--- config.mk ---
export PLATFORM = sky130hd
export DESIGN_NAME = fxalu_fifo
export DESIGN_NICKNAME = d
export VERILOG_FILES = /design/src/hw/rtl/fxalu_fifo.sv
export SDC_FILE = /design/constraint.sdc
export NUM_CORES = 1
export LEC_CHECK = 0
export BUFFER_PORTS_ARGS = -buffer_cell sky130_fd_sc_hd__clkbuf_2
export CAP_MARGIN = 20
export CORE_ASPECT_RATIO = 0.8
export CORE_MARGIN = 2
export CORE_UTILIZATION = 41
export CTS_BUF_LIST = sky130_fd_sc_hd__clkbuf_8
export DETAILED_ROUTE_END_ITERATION = 7
export GPL_TIMING_DRIVEN = 0
export PLACE_DENSITY = 0.56
export SYNTH_ARGS = -nofsm -noshare
export SYNTH_HDL_FRONTEND = slang
export SYNTH_SLANG_ARGS = --single-unit
--- constraint.sdc ---
create_clock -name i_clk -period 4.5 [get_ports i_clk]
set_input_delay 0.9 -clock i_clk [delete_from_list [all_inputs] [get_ports i_clk]]
set_output_delay 0.9 -clock i_clk [all_outputs]
set_load 0.05 [all_outputs]
--- src/hw/rtl/fxalu_fifo.sv ---
// Small register FIFO used between front end, pipeline and result port.
// No dependencies. DEPTH must be a power of two.
`timescale 1ns / 1ps

module fxalu_fifo #(
    parameter int WIDTH = 8,
    parameter int DEPTH = 4
) (
    input  logic             i_clk,
    input  logic             i_rst_n,
    input  logic             i_push,
    input  logic [WIDTH-1:0] i_data,
    output logic             o_full,
    input  logic             i_pop,
    output logic             o_empty,
    output logic [WIDTH-1:0] o_data
);
    localparam int AW = (DEPTH > 1) ? $clog2(DEPTH) : 1;

    logic [WIDTH-1:0] r_mem [DEPTH];
    logic [AW-1:0]    r_rd, r_wr;
    logic [AW:0]      r_cnt;
    logic             w_do_push, w_do_pop;

    assign o_full    = (r_cnt == (AW+1)'(DEPTH));
    assign o_empty   = (r_cnt == '0);
    assign o_data    = r_mem[r_rd];
    assign w_do_pop  = i_pop && !o_empty;
    // a full queue still takes a transaction when one leaves in the same cycle
    assign w_do_push = i_push && (!o_full || w_do_pop);

    always_ff @(posedge i_clk) begin
        if (!i_rst_n) begin
            r_rd  <= '0;
            r_wr  <= '0;
            r_cnt <= '0;
        end else begin
            if (w_do_push) r_wr <= r_wr + AW'(1);
            if (w_do_pop)  r_rd <= r_rd + AW'(1);
            r_cnt <= r_cnt + (AW+1)'(w_do_push) - (AW+1)'(w_do_pop);
        end
    end

    always_ff @(posedge i_clk) begin
        if (w_do_push) r_mem[r_wr] <= i_data;
    end
endmodule

Yosys cells after proc, flatten, opt, wreduce, memory -nomap -nowiden
Memory sizes are Yosys's and may differ from the RTL's. A register that Yosys moved wholly into a read port is not among the register bits.
Cells that the tools add are included.
- shifts and indexed selects: 0
- equality and inequality tests: 1
- reduce and logical (&&, ||, !) cells: 6
- bitwise logic cells: 0
- magnitude comparators: 0
- muxes and demuxes: 4
- $add $sub $neg: 4
- divide/modulo/power cells: 0
- multiply operators: 0
- operators with widths (kind ; number):
    $add 2x1->2 const B ; 2
    $mux 2 ; 2
    $add 3x1->3 ; 1
    $eq 3x3->1 const B ; 1
    $logic_not 3->1 ; 1
    $sub 3x1->3 ; 1
    $logic_and 1x1->1 ; 2
    $logic_not 1->1 ; 2
    $mux 1 ; 2
    $logic_or 1x1->1 ; 1
- bits of input ports: 12
- output and inout port bits: 10
- bits in writable memories: 32
- register bits after elaboration: 7
- bits in read-only memories: 0
- memories kept: 1
- logic and storage cells: 19
- bits in latches: 0
- memories (memory ; depth ; width ; rd ports ; clocked after memory_dff ; wr ports ; line ; RTL):
    r_mem ; 4 ; 8 ; 1 ; 1 ; 1 ; 20 ; logic [WIDTH-1:0] r_mem [DEPTH];

Logic depth before layout (Yosys ltp)
- word-level depth: 7
- mapped depth: 8
- gate-level depth less buffers: 8

Least setup slack after synthesis
OpenSTA, ideal clock, no wires.
- kind: reg2reg
- from: register r_cnt[2]
- to: register r_cnt[2]
- setup slack: 1.871 ns
- period minus slack after synthesis: 2.629 ns
- cell stages (with the launch flop): 9
- required time: 4.385 ns
- library setup time: 0.115 ns
- arrival time: 2.514 ns
- buffers on the path: 0
- path through: dfxtp_1 -> nor3b_2 -> a21boi_2 -> a21bo_1 -> ha_1 -> fa_1 -> xnor2_1 -> xnor2_1 -> and2_1
- elaborated cells on any way between the ends: 9
- classes of those cells: add/sub: 2; eq/ne: 1; reduce/logical: 6
- RTL lines (what ; line ; RTL):
    start: declaration ; 22 ; logic [AW:0] r_cnt;
    start signal: assignment ; 40 ; r_cnt <= r_cnt + (AW+1)'(w_do_push) - (AW+1)'(w_do_pop);
    $eq 3x3->1 ; 25 ; assign o_full = (r_cnt == (AW+1)'(DEPTH));
    net o_full ; 13 ; output logic o_full,
    $logic_not 1->1 ; 30 ; assign w_do_push = i_push && (!o_full || w_do_pop);
    $logic_or 1x1->1 ; 30 ;
    $logic_and 1x1->1 ; 30 ;
    $add 3x1->3 ; 40 ;
    $sub 3x1->3 ; 40 ;
The timed path passes the listed nets, and every way through them passes these cells.
A chain may end at the register's enable or synchronous reset.

==> flow_metrics.env <==
export IMPL_synthCells=89
export IMPL_slew_headroom_pct=64.4
export IMPL_netlist_top_cells_area="edfxtp_1, dfxtp_1, mux4_2"
export IMPL_cp_top_family="multiplexers"
export IMPL_yosys_area_top_type="edfxtp_1"
export IMPL_syn_avg_cell_area_um2=18.3
export IMPL_worstPathArrival_ns=1.69
export IMPL_die_w_um=74.5
export IMPL_root_buffer="clkbuf_8"
export IMPL_ant_nets=0
export IMPL_clock_sinks=41
export IMPL_die_h_um=60.4
export IMPL_hp_class="flop to flop"
export IMPL_crit_chain="buf_2 > mux4_2 > clkbuf_2"
export IMPL_fin_crit_ns=2.59
export IMPL_vias_per_cell=4.67
export IMPL_worst_pin_slew_ns=0.534
export IMPL_antenna_cells=0
export IMPL_hold_viol=0
export IMPL_htree_levels=2
export IMPL_drv_slew=0
export IMPL_syn_cell_area_um2=1630
export IMPL_cts_inserted_buffers=5
export IMPL_first_pass_iters=4
export IMPL_clock_skew_ns=0.00336
export IMPL_ioPinCount=22
export IMPL_cp_num_buf_inv=2
export IMPL_min_period_over_period_pct=57.5
export IMPL_setup_viol=0
export IMPL_post_route_drc_count=0
export IMPL_grt_usage_pct=13.3
export IMPL_grt_max_degree=13
export IMPL_path_max_fanout=8
export IMPL_drt_iter0_markers=45
export IMPL_clkLatencyLatePin_ns=0.29
export IMPL_syn_nets=107
export IMPL_start_util_pct=42.9
export IMPL_end_kind="output port"
export IMPL_worst_slack_ns=1.91
export IMPL_fp_row_count=20
export IMPL_num_vias=803
export IMPL_yosysMostFrequentCell="edfxtp_1"
export IMPL_cts_tree="built"
export IMPL_drv_cap=0
export IMPL_cp_slowest_cell="mux4_2"
export IMPL_power_density_nw_per_um2=603
export IMPL_yosys_register_bits=41
export IMPL_yosysWarnings=0
export IMPL_fin_setup_tns_ns=0
export IMPL_antenna_found_initial=0
export IMPL_rsz0062_at_grt="false"
export IMPL_avgRoutedWirePerCell_um=14.7
export IMPL_nNetsFinal=134
export IMPL_core_area_um2=3800
export IMPL_clockBufferDepth=2
export IMPL_ir_drop_mv=0.195
export IMPL_crit_path_max_incr_delay_ns=0.55
export IMPL_grt_pass1_vias=815
export IMPL_die_area_um2=4500
export IMPL_run_status="complete, no violations"
export IMPL_synth_edf_count=32
export IMPL_power_leakage_nw=0.688
export IMPL_grt_first_pass_wirelength_mm=4.10
export IMPL_portBuffers=20
export IMPL_cts_repair_resized=0
export IMPL_worstSetupStartpointType="flop"
export IMPL_synth_common_cells="edfxtp_1, and2_1, dfxtp_1"
export IMPL_finalWirelength_mm=2.53
export IMPL_place_ws_ns=1.89
export IMPL_netlist_area_leader_share_pct=58.9
export IMPL_crit_required_ns=3.60
export IMPL_cts_setup_buffers=0
export IMPL_ys_seq_area_share_pct=70.0
export IMPL_drive_gt1_share_pct=33.3
export IMPL_synthArstFlopShare_pct=0
export IMPL_yosysUniqueCellTypes=20
export IMPL_grt_remaining_overflow=0
export IMPL_areaGrowthSynthToFinish_pct=15.4
export IMPL_fmax_ghz=0.386
export IMPL_ys_flop_type="edfxtp_1"
export IMPL_critPathKind="flop to output port"
export IMPL_clk_pin_slew_ns=0.07
export IMPL_cts_hold_buf=0
export IMPL_gp_congestion=0.814
-- flip-flops by register name (all words and copies together) (netlist names), named ones only --
signal / count
r_mem: 32
r_cnt: 3
r_rd: 2
r_wr: 2
-- final cells by class --
type	count	area, um^2
flip-flops and latches	41	1140
clock buffers	5	68.8
inverters	4	15.0
well taps	55	68.8
fillers	356	1920
plain buffers	3	12.5
clock inverters	3	13.8
repair buffers	20	100
multi-input cells	41	462
-- cell usage in the layout (no fill, tap or decap) --
| master | count |
|---|---|
| fa_1 | 1 |
| o31ai_2 | 1 |
| clkbuf_8 | 5 |
| or2_1 | 1 |
| edfxtp_1 | 32 |
| and2_1 | 10 |
| nor3_1 | 1 |
| clkbuf_2 | 20 |
| o311ai_1 | 1 |
| nor3b_2 | 1 |
| buf_1 | 1 |
| xnor2_1 | 4 |
| clkinv_2 | 2 |
| clkbuf_1 | 1 |
| dfxtp_1 | 9 |
| ha_1 | 5 |
| mux2i_1 | 2 |
| mux4_2 | 8 |
| inv_1 | 5 |
| buf_2 | 1 |
| a21boi_2 | 1 |
| nand2_1 | 4 |
| a21bo_1 | 1 |
-- power by group --
| part | switching (W) | total, W | internal, W |
|---|---|---|---|
| sequential | 0.0000316 | 0.000493 | 0.000462 |
| combinational | 0.000268 | 0.000416 | 0.000147 |
| clock | 0.000121 | 0.000226 | 0.000105 |
-- worst min-delay path: stages, from the launching register on --
cell and delay, ns:
dfxtp_1 0.34, nand2_1 0.07, mux2i_1 0.05
-- through the flow --
step	power [W]	util [%]	hold slack [ns]	cell area, um^2	cells
final	0.00113	49.5	0.502	1880	172
after global routing	0.00120	49.5	0.544	1880	172
after global placement	0.000917	47.3	0.485	1800	164
after floorplan	0.000839	-	0.468	1630	89
after detailed placement	0.000924	47.3	0.498	1800	164
after CTS	0.00115	49.5	0.509	1880	172
-- cells by family (layout without fill, tap and decap cells) --
| family | after synthesis | count (layout) | synth area share (%) |
|---|---|---|---|
| and+or+nand+nor | 17 | 17 | 6.22 |
| buffers and inverters | 7 | 35 | 1.69 |
| muxes | 10 | 10 | 12.3 |
| xor gates and xnor gates | 4 | 4 | 2.15 |
| AOI/OAI and AO/OA | 4 | 4 | 2.61 |
| DFF | 41 | 41 | 70.0 |
| adders and majority gates | 6 | 6 | 5.07 |
-- per-layer routing --
layer  global-route usage (%)  vias up  share of wire [%]
met2                     20.5       12                 48
met4                     6.12        0                1.4
li1                         -      385                  -
met1                     17.3      401                 46
met3                     4.65        5                4.2
met5                        0        -                  0
-- worst paths after layout --
kind | startpoint | to | slack, ns | cells past startpoint
hold reg to reg | r_wr[0] | r_wr[0] | 0.50 | 2
setup reg to reg | r_cnt[1] | r_cnt[2] | 2.27 | 8
setup / recovery | flop | o_data[5] | 1.91 | 3
hold / removal | r_wr[0] | r_wr[0] | 0.50 | 2
No activity file was read; power rests on OpenSTA's default activity.
